File: src/hw/rtl/assert_macros.svh
// Assertion macros for RTL files that check their own behavior.
// The macros expect signals named clk and rst_n in the including scope.
`ifndef ASSERT_MACROS_SVH
`define ASSERT_MACROS_SVH

// Same-cycle implication, disabled while reset is asserted.
`define VNA_ASSERT_IMP(lbl, ante, cons, msg) \
    lbl: assert property (@(posedge clk) disable iff (!rst_n) (ante) |-> (cons)) \
        else $error(msg);

// Next-cycle implication, disabled while reset is asserted.
`define VNA_ASSERT_NXT(lbl, ante, cons, msg) \
    lbl: assert property (@(posedge clk) disable iff (!rst_n) (ante) |=> (cons)) \
        else $error(msg);

`endif

File: src/hw/rtl/vna_pkg.sv
// Package for the vertex normal accumulator: widths, command codes and the
// command and status types between controller and datapath. No dependencies.
package vna_pkg;

    localparam int NUM_VERTS_DEF = 1024;

    localparam int IDX_W   = 10;
    localparam int COORD_W = 16;
    localparam int VTX_W   = 3 * COORD_W;
    localparam int DIFF_W  = 17;
    localparam int PROD_W  = 34;
    localparam int FN_W    = 35;
    localparam int ACC_W   = 48;
    localparam int ROW_W   = 3 * ACC_W + 1;
    localparam int TN_W    = 30;
    localparam int SQ_W    = 60;
    localparam int LEN_W   = 62;
    localparam int RES_W   = 63;
    localparam int ROOT_W  = 32;
    localparam int NUM_W   = 46;
    localparam int DEN_W   = 48;
    localparam int Q_W     = 16;
    localparam int NORM_W  = 16;
    localparam int STEP_W  = 6;

    localparam int S_TDATA_W = 80;
    localparam int S_TUSER_W = 2;
    localparam int M_TDATA_W = 3 * NORM_W;
    localparam int M_TUSER_W = 2;

    localparam int CORNERS    = 3;
    localparam int MUL_STEPS  = 6;
    localparam int ROOT_STEPS = 32;
    localparam int DIV_STEPS  = 16;

    localparam logic [1:0] CMD_LOAD = 2'd0;
    localparam logic [1:0] CMD_TRI  = 2'd1;
    localparam logic [1:0] CMD_READ = 2'd2;
    localparam logic [1:0] CMD_NOP  = 2'd3;

    localparam logic [Q_W-1:0] Q_ONE = 16'd16384;

    typedef enum logic [4:0] {
        OP_NONE,
        OP_CAPTURE,
        OP_VTX_WR,
        OP_VTX_LATCH,
        OP_MUL,
        OP_MACC,
        OP_ACC_WR,
        OP_CLEAR,
        OP_SUM_LATCH,
        OP_SHIFT,
        OP_SQ,
        OP_SQ_ACC,
        OP_ROOT_INIT,
        OP_ROOT,
        OP_DIV_INIT,
        OP_DIV,
        OP_DIV_STORE,
        OP_OUT_NORM,
        OP_OUT_DEGEN,
        OP_OUT_ZERO
    } dp_op_t;

    typedef struct packed {
        dp_op_t            op;
        logic [1:0]        sel;
        logic [STEP_W-1:0] step;
    } dp_cmd_t;

    typedef struct packed {
        logic clr_last;
        logic a_ok;
        logic tri_ok;
        logic mag_zero;
        logic mag_high;
        logic mag_low;
    } dp_stat_t;

endpackage

File: src/hw/rtl/vna_ctrl.sv
// Controller state machine that sequences the datapath and owns both
// handshakes. Depends on vna_pkg.
module vna_ctrl (
    input  logic                          clk,
    input  logic                          rst_n,
    input  logic                          s_tvalid,
    output logic                          s_tready,
    input  logic [vna_pkg::S_TUSER_W-1:0] s_tuser,
    output logic                          m_tvalid,
    input  logic                          m_tready,
    output vna_pkg::dp_cmd_t              cmd,
    input  vna_pkg::dp_stat_t             stat
);

    typedef enum logic [4:0] {
        ST_CLEAR, ST_IDLE, ST_VWR, ST_TCHK, ST_VRD, ST_VLAT, ST_MUL, ST_MACC,
        ST_ARD, ST_AWR, ST_RCHK, ST_SRD, ST_SLAT, ST_NORM, ST_SQ, ST_SQACC,
        ST_RINIT, ST_ROOT, ST_DINIT, ST_DIV, ST_DST, ST_NOUT, ST_DOUT, ST_ZOUT
    } state_t;

    localparam int SW = vna_pkg::STEP_W;

    state_t               state_reg, state_next;
    logic [SW-1:0]        cnt_reg, cnt_next;
    logic [1:0]           comp_reg, comp_next;
    logic                 m_tvalid_reg, m_tvalid_next;
    logic                 out_free;

    assign out_free = !m_tvalid_reg || m_tready;

    always_comb
    begin
        state_next    = state_reg;
        cnt_next      = cnt_reg;
        comp_next     = comp_reg;
        m_tvalid_next = m_tvalid_reg && !m_tready;
        cmd.op        = vna_pkg::OP_NONE;
        cmd.sel       = comp_reg;
        cmd.step      = cnt_reg;
        s_tready      = state_reg == ST_IDLE;
        case (state_reg)
            ST_CLEAR:
            begin
                cmd.op = vna_pkg::OP_CLEAR;
                if (stat.clr_last)
                begin
                    state_next = ST_IDLE;
                end
            end
            ST_IDLE:
            begin
                if (s_tvalid)
                begin
                    cmd.op = vna_pkg::OP_CAPTURE;
                    case (s_tuser)
                        vna_pkg::CMD_LOAD: state_next = ST_VWR;
                        vna_pkg::CMD_TRI:  state_next = ST_TCHK;
                        vna_pkg::CMD_READ: state_next = ST_RCHK;
                        default:           state_next = ST_IDLE;
                    endcase
                end
            end
            ST_VWR:
            begin
                cmd.op     = vna_pkg::OP_VTX_WR;
                state_next = ST_IDLE;
            end
            ST_TCHK:
            begin
                comp_next  = 2'd0;
                cnt_next   = '0;
                state_next = stat.tri_ok ? ST_VRD : ST_IDLE;
            end
            ST_VRD:
            begin
                state_next = ST_VLAT;
            end
            ST_VLAT:
            begin
                cmd.op = vna_pkg::OP_VTX_LATCH;
                if (comp_reg == 2'(vna_pkg::CORNERS - 1))
                begin
                    comp_next  = 2'd0;
                    state_next = ST_MUL;
                end
                else
                begin
                    comp_next  = comp_reg + 2'd1;
                    state_next = ST_VRD;
                end
            end
            ST_MUL:
            begin
                cmd.op     = vna_pkg::OP_MUL;
                state_next = ST_MACC;
            end
            ST_MACC:
            begin
                cmd.op = vna_pkg::OP_MACC;
                if (cnt_reg == SW'(vna_pkg::MUL_STEPS - 1))
                begin
                    cnt_next   = '0;
                    state_next = ST_ARD;
                end
                else
                begin
                    cnt_next   = cnt_reg + SW'(1);
                    state_next = ST_MUL;
                end
            end
            ST_ARD:
            begin
                state_next = ST_AWR;
            end
            ST_AWR:
            begin
                cmd.op = vna_pkg::OP_ACC_WR;
                if (comp_reg == 2'(vna_pkg::CORNERS - 1))
                begin
                    state_next = ST_IDLE;
                end
                else
                begin
                    comp_next  = comp_reg + 2'd1;
                    state_next = ST_ARD;
                end
            end
            ST_RCHK:
            begin
                comp_next  = 2'd0;
                cnt_next   = '0;
                state_next = stat.a_ok ? ST_SRD : ST_ZOUT;
            end
            ST_SRD:
            begin
                state_next = ST_SLAT;
            end
            ST_SLAT:
            begin
                cmd.op     = vna_pkg::OP_SUM_LATCH;
                state_next = ST_NORM;
            end
            ST_NORM:
            begin
                if (stat.mag_zero)
                begin
                    state_next = ST_DOUT;
                end
                else if (stat.mag_high || stat.mag_low)
                begin
                    cmd.op = vna_pkg::OP_SHIFT;
                end
                else
                begin
                    cnt_next   = '0;
                    state_next = ST_SQ;
                end
            end
            ST_SQ:
            begin
                cmd.op     = vna_pkg::OP_SQ;
                state_next = ST_SQACC;
            end
            ST_SQACC:
            begin
                cmd.op = vna_pkg::OP_SQ_ACC;
                if (cnt_reg == SW'(vna_pkg::CORNERS - 1))
                begin
                    cnt_next   = '0;
                    state_next = ST_RINIT;
                end
                else
                begin
                    cnt_next   = cnt_reg + SW'(1);
                    state_next = ST_SQ;
                end
            end
            ST_RINIT:
            begin
                cmd.op     = vna_pkg::OP_ROOT_INIT;
                state_next = ST_ROOT;
            end
            ST_ROOT:
            begin
                cmd.op = vna_pkg::OP_ROOT;
                if (cnt_reg == SW'(vna_pkg::ROOT_STEPS - 1))
                begin
                    cnt_next   = '0;
                    comp_next  = 2'd0;
                    state_next = ST_DINIT;
                end
                else
                begin
                    cnt_next = cnt_reg + SW'(1);
                end
            end
            ST_DINIT:
            begin
                cmd.op     = vna_pkg::OP_DIV_INIT;
                state_next = ST_DIV;
            end
            ST_DIV:
            begin
                cmd.op = vna_pkg::OP_DIV;
                if (cnt_reg == SW'(vna_pkg::DIV_STEPS - 1))
                begin
                    cnt_next   = '0;
                    state_next = ST_DST;
                end
                else
                begin
                    cnt_next = cnt_reg + SW'(1);
                end
            end
            ST_DST:
            begin
                cmd.op = vna_pkg::OP_DIV_STORE;
                if (comp_reg == 2'(vna_pkg::CORNERS - 1))
                begin
                    state_next = ST_NOUT;
                end
                else
                begin
                    comp_next  = comp_reg + 2'd1;
                    state_next = ST_DINIT;
                end
            end
            ST_NOUT:
            begin
                if (out_free)
                begin
                    cmd.op        = vna_pkg::OP_OUT_NORM;
                    m_tvalid_next = 1'b1;
                    state_next    = ST_IDLE;
                end
            end
            ST_DOUT:
            begin
                if (out_free)
                begin
                    cmd.op        = vna_pkg::OP_OUT_DEGEN;
                    m_tvalid_next = 1'b1;
                    state_next    = ST_IDLE;
                end
            end
            ST_ZOUT:
            begin
                if (out_free)
                begin
                    cmd.op        = vna_pkg::OP_OUT_ZERO;
                    m_tvalid_next = 1'b1;
                    state_next    = ST_IDLE;
                end
            end
            default:
            begin
                state_next = ST_IDLE;
            end
        endcase
    end

    always_ff @(posedge clk or negedge rst_n)
    begin
        if (!rst_n)
        begin
            state_reg    <= ST_CLEAR;
            cnt_reg      <= '0;
            comp_reg     <= 2'd0;
            m_tvalid_reg <= 1'b0;
        end
        else
        begin
            state_reg    <= state_next;
            cnt_reg      <= cnt_next;
            comp_reg     <= comp_next;
            m_tvalid_reg <= m_tvalid_next;
        end
    end

    assign m_tvalid = m_tvalid_reg;

endmodule

File: config.mk
export PLATFORM = sky130hd
export DESIGN_NAME = vna_ctrl
export DESIGN_NICKNAME = d
export VERILOG_FILES = /design/src/hw/rtl/assert_macros.svh /design/src/hw/rtl/vna_pkg.sv /design/src/hw/rtl/vna_ctrl.sv
export SDC_FILE = /design/constraint.sdc
export NUM_CORES = 1
export LEC_CHECK = 0
export BUFFER_PORTS_ARGS = -buffer_cell sky130_fd_sc_hd__buf_2
export CAP_MARGIN = 40
export CORE_UTILIZATION = 25
export DETAILED_ROUTE_END_ITERATION = 7
export SYNTH_ARGS = -nofsm -noshare
export SYNTH_HDL_FRONTEND = slang
export SYNTH_SLANG_ARGS = --single-unit
export TNS_END_PERCENT = 50
File: constraint.sdc
create_clock -name clk -period 1.85 [get_ports clk]
set_input_delay 0.37 -clock clk [delete_from_list [all_inputs] [get_ports clk]]
set_output_delay 0.37 -clock clk [all_outputs]
set_load 0.01 [all_outputs]
### Yosys cells after proc, flatten, opt, wreduce, memory -nomap -nowiden

Index checks and enable logic that the tools add are counted.
W data, S select, Z words.

* add/subtract/negate cells: 2
* equality and inequality tests: 39
* mux-type cells: 36
* reductions and logical operators: 15

Operator list (number)
* $pmux W5 S21: 1
* $pmux W5 S19: 1
* $mux W5: 12
* $eq A5 B4 Y1 const B: 8
* $eq A5 B5 Y1 const B: 8
* $mux W6: 6
* $pmux W6 S6: 1
* $eq A5 B3 Y1 const B: 4
* $mux W4: 4
* $ne A2 B2 Y1 const B: 7
* $pmux W4 S3: 1
* $eq A5 B2 Y1 const B: 2
* $mux W2: 4
* $pmux W2 S4: 1
* $add A6 B1 Y6 const B: 1
* $eq A6 B2 Y1 const B: 1
* $eq A6 B3 Y1 const B: 1
* $eq A6 B4 Y1 const B: 1
* $eq A6 B5 Y1 const B: 1
* $mux W3: 2
* $reduce_and A3 Y1: 2
* $reduce_and A6 Y1: 1
* $reduce_bool A6 Y1: 1
* $eq A5 B1 Y1 const B: 1
* other kinds (14): 20

* register bits after elaboration: 14
* input port bits: 12
* output and inout bits: 15
* logic and storage cells: 96

### Longest topological paths before layout

* depth in word-level cells: 4
* mapped depth: 8
* mapped depth without buffers: 7

### Least setup slack after synthesis

Ideal clock, no wire load.

* path type: register -> register
* start point: register cnt_reg[1]
* end point: register state_reg[0]
* setup time: 125 ps
* data arrival time: 1761 ps
* required time: 1725 ps
* slack: -36 ps
* cell stages (with the launch flop): 7
* buffers on the path: 0
* period minus slack after synthesis: 1886 ps
* cell sequence: dfrtp_1 > ha_1 > and4b_1 > a21oi_2 > a221o_1 > nand2b_4 > mux2_4

* cells in the longest elaborated chain, start to end: 3
* elaborated cells between the ends (all ways): 5
* classes of those cells: eq/ne: 4; reduce/logical: 1

Ends and longest elaborated chain
* start, declared: line vna_ctrl.sv:24 `logic [SW-1:0] cnt_reg, cnt_next;`
* start signal, assigned: line vna_ctrl.sv:274 `cnt_reg <= cnt_next;`
* $eq A6 B4 Y1 / $eq A6 B5 Y1 (equally long branches): line vna_ctrl.sv:205, vna_ctrl.sv:186
* $ne A2 B2 Y1 (no line)
* $reduce_and A6 Y1 (no line) (*)
* end signal, assigned: line vna_ctrl.sv:273 `state_reg <= state_next;`
* end, declared: line vna_ctrl.sv:23 `state_t state_reg, state_next;`

Mark *: on every way between the ends. The rest lies on a longest branch, timed or not.
A chain may end at the register's enable or synchronous reset.

==> flow_summary.ini <==
[layout]
antenna_cells = 0
finish.net_count = 310
fillers = 638
seqCellArea_um2 = 359.1
syn_to_final_growth_pct = 54.20
fin_area_um2 = 2527
multi_input_area_um2 = 1305
drive_gt1_frac = 0.4845
layout.cells.non_filler = 368
final_core_util = 0.3980
largest_reg_flops = 6

[worst_hold_path]
hold_path.class = input pin to asynchronous set/reset pin

[floorplanning]
core-area_um2 = 6350
die_x_um = 82.97
dieHeight_um = 82.97
die-area_um2 = 6884
ios = 27
num_rows = 29
start_util = 0.2581

[grt]
grt.overflow.total = 0
antenna_found_initial = 0
grt_first_pass_wirelength_um = 9370
grt_start_max_net_pins = 15
grt_pass1_vias = 1916
groute.usage.overall = 0.1672

[outcome]
outcome = complete, but fails checks
violations = setup timing

[clock_network]
holdBufCountCts = 0
cts-root-buf = clkbuf_8
cts_buffers = 3
cts_buffer_depth = 2
cts_htree_levels = 1
numClockSinks = 14
clkTransAtPathRegs_ps = 70
clkLatencyLatePin_ps = 260
cts_tree = built

[yosys]
yosys_warnings = 0
async_flop_share = 1.000
netlist_area_um2 = 1639
ys_types = 60
syn_inst = 213
seq_area_frac_synth = 0.2137
synth_edf_count = 0
avgSynthCellArea_um2 = 7.695
syn_nets = 231
synthFlopType = dfrtp_1
ys_seq_elements = 14

[place]
dp_slack_ps = -64.43
portBuffers = 26
place_hpwl_um = 4176
postPlaceCellArea_um2 = 2142
place_congestion = 0.9238
place_inst = 346

[sta]
fin_crit_ps = 2000
holdWs_ps = 9.795
maxSlewViolCount = 0
worstMarginPinSlew_ps = 433.8
min_period_over_period = 1.081
hold_viol = 0
slew_headroom = 0.7108
rsz0062_at_grt = true
finalClockSkew_ps = 13.63
fin_tns_setup_ps = -864.2
fin_ws_ps = -149.8
max_freq_mhz = 500.1
setup_violations = 10

[setup_path]
start_kind = flop
crit_required_ps = 1480
worst-setup-path-type = flop to primary output
cp-end-kind = primary output
worstPathMaxFanout = 6
critPathArrivalTime_ps = 1630

[pwr]
max-vdd-ir-drop_mv = 0.6954
total_power_mw = 4.489
p_leak_nw = 1.119
power.density_nw_per_um2 = 1776

[detailed_routing]
first_iter_violations = 88
ant_nets = 0
drc = 0
firstDrtPassIters = 7
via_per_inst = 5.486
routed_wirelength_um = 5893
vias = 2019
wire_per_inst_um = 16.01

[flow_run]
max_cap_violations = 0
cells in the final DEF (no fill, tap or decap), types with 4 or more instances in the layout:
cell type	n
nand2_1	18
buf_4	57
o31ai_1	4
clkbuf_8	4
nand2b_1	6
ha_1	4
a21oi_1	8
nor2_1	12
dfrtp_1	7
a31oi_1	5
inv_1	7
buf_2	26
o21ai_1	6
o211ai_1	11
o21ai_0	7
buf_6	10
nand3_1	5
dfrtp_2	7
mux2i_1	4
area by class of cell:
type,instances,area share
multi-input cells,170,0.5163
flip-flops and latches,14,0.1421
repair buffers,93,0.2653
well taps,77,0.03812
inverters,10,0.01634
clock buffers,4,0.02178
critical path: stages, from the launching register on:
cell	delay (ps)
dfrtp_2	450
buf_6	150
buf_6	110
or3b_4	380
o211ai_1	110
buf_2	170
repair_timing:
| action | 4_1_cts | 5_1_grt |
|---|---|---|
| setup endpoints to repair | 12 | 17 |
| resized for setup | 32 | 28 |
| pin swaps | 10 | 19 |
| hold endpoints to repair | 0 | 0 |
| setup buffers | 11 | 9 |
cells by family after synthesis:
kind of cell,count (synthesis),share of synthesized area
AO/OA/AOI/OAI,72,0.3107
buffers and inverters,29,0.08091
XOR/XNOR,3,0.01603
multiplexers,7,0.04962
adder cells (fa/ha/maj),6,0.04580
AND/OR/NAND/NOR,82,0.2832
flip-flops,14,0.2137
Yosys cell counts (2+ instances only):
library cell  count  share of area
o21ai_1           2         0.0061
nand3_1           6          0.018
nor3_1            4          0.012
nor2b_1           4          0.015
inv_1             9          0.021
o2111ai_1         2          0.011
nor3b_1           2         0.0092
nand4bb_1         3          0.021
xor2_1            2          0.011
dfrtp_1          14           0.21
a32oi_1           3          0.016
o31ai_1           4          0.018
a2bb2oi_1         2          0.011
or3b_1            2          0.011
buf_2            16          0.049
nor2_1           14          0.032
nand3b_1          3          0.014
mux2i_1           4          0.024
nand4_1           3          0.011
o21ai_0          12          0.037
o31a_1            2          0.011
ha_1              6          0.046
o21a_1            3          0.014
mux2_4            2          0.018
nor4_1            4          0.015
a21oi_1          11          0.034
nand2b_1          7          0.027
o211ai_1         11          0.050
nand2_1          20          0.046
and2_1            2         0.0076
a31oi_1           5          0.019
path summary, 6_finish.rpt:
path,to,slack [ps],depth (start not counted),start
min,cnt_reg[5]$_DFFE_PN0P_,10,1,rst_n
max,cmd[11],-150,5,state_reg[4]$_DFFE_PN0P_
min in group clk,state_reg[3]$_DFFE_PN0P_,550,4,s_tuser[1]
max reg2reg,state_reg[0]$_DFFE_PN0P_,-90,8,state_reg[4]$_DFFE_PN0P_
min reg2reg,comp_reg[1]$_DFFE_PN0P_,600,2,comp_reg[1]$_DFFE_PN0P_
max in group asynchronous,state_reg[0]$_DFFE_PN0P_,1540,1,rst_n
per-layer routing:
| metal | GRT usage | part of all wire |
|---|---|---|
| met1 | 0.2282 | 0.45 |
| met2 | 0.2660 | 0.47 |
| met3 | 0.02883 | 0.054 |
| met4 | 0.05643 | 0.020 |
| met5 | 0 | 0 |
where the power goes:
group	internal, mW	switching (mW)
Sequential	0.443	0.169
Combinational	1.78	1.78
Clock	0.189	0.128
(Power assumes the default switching activity.)
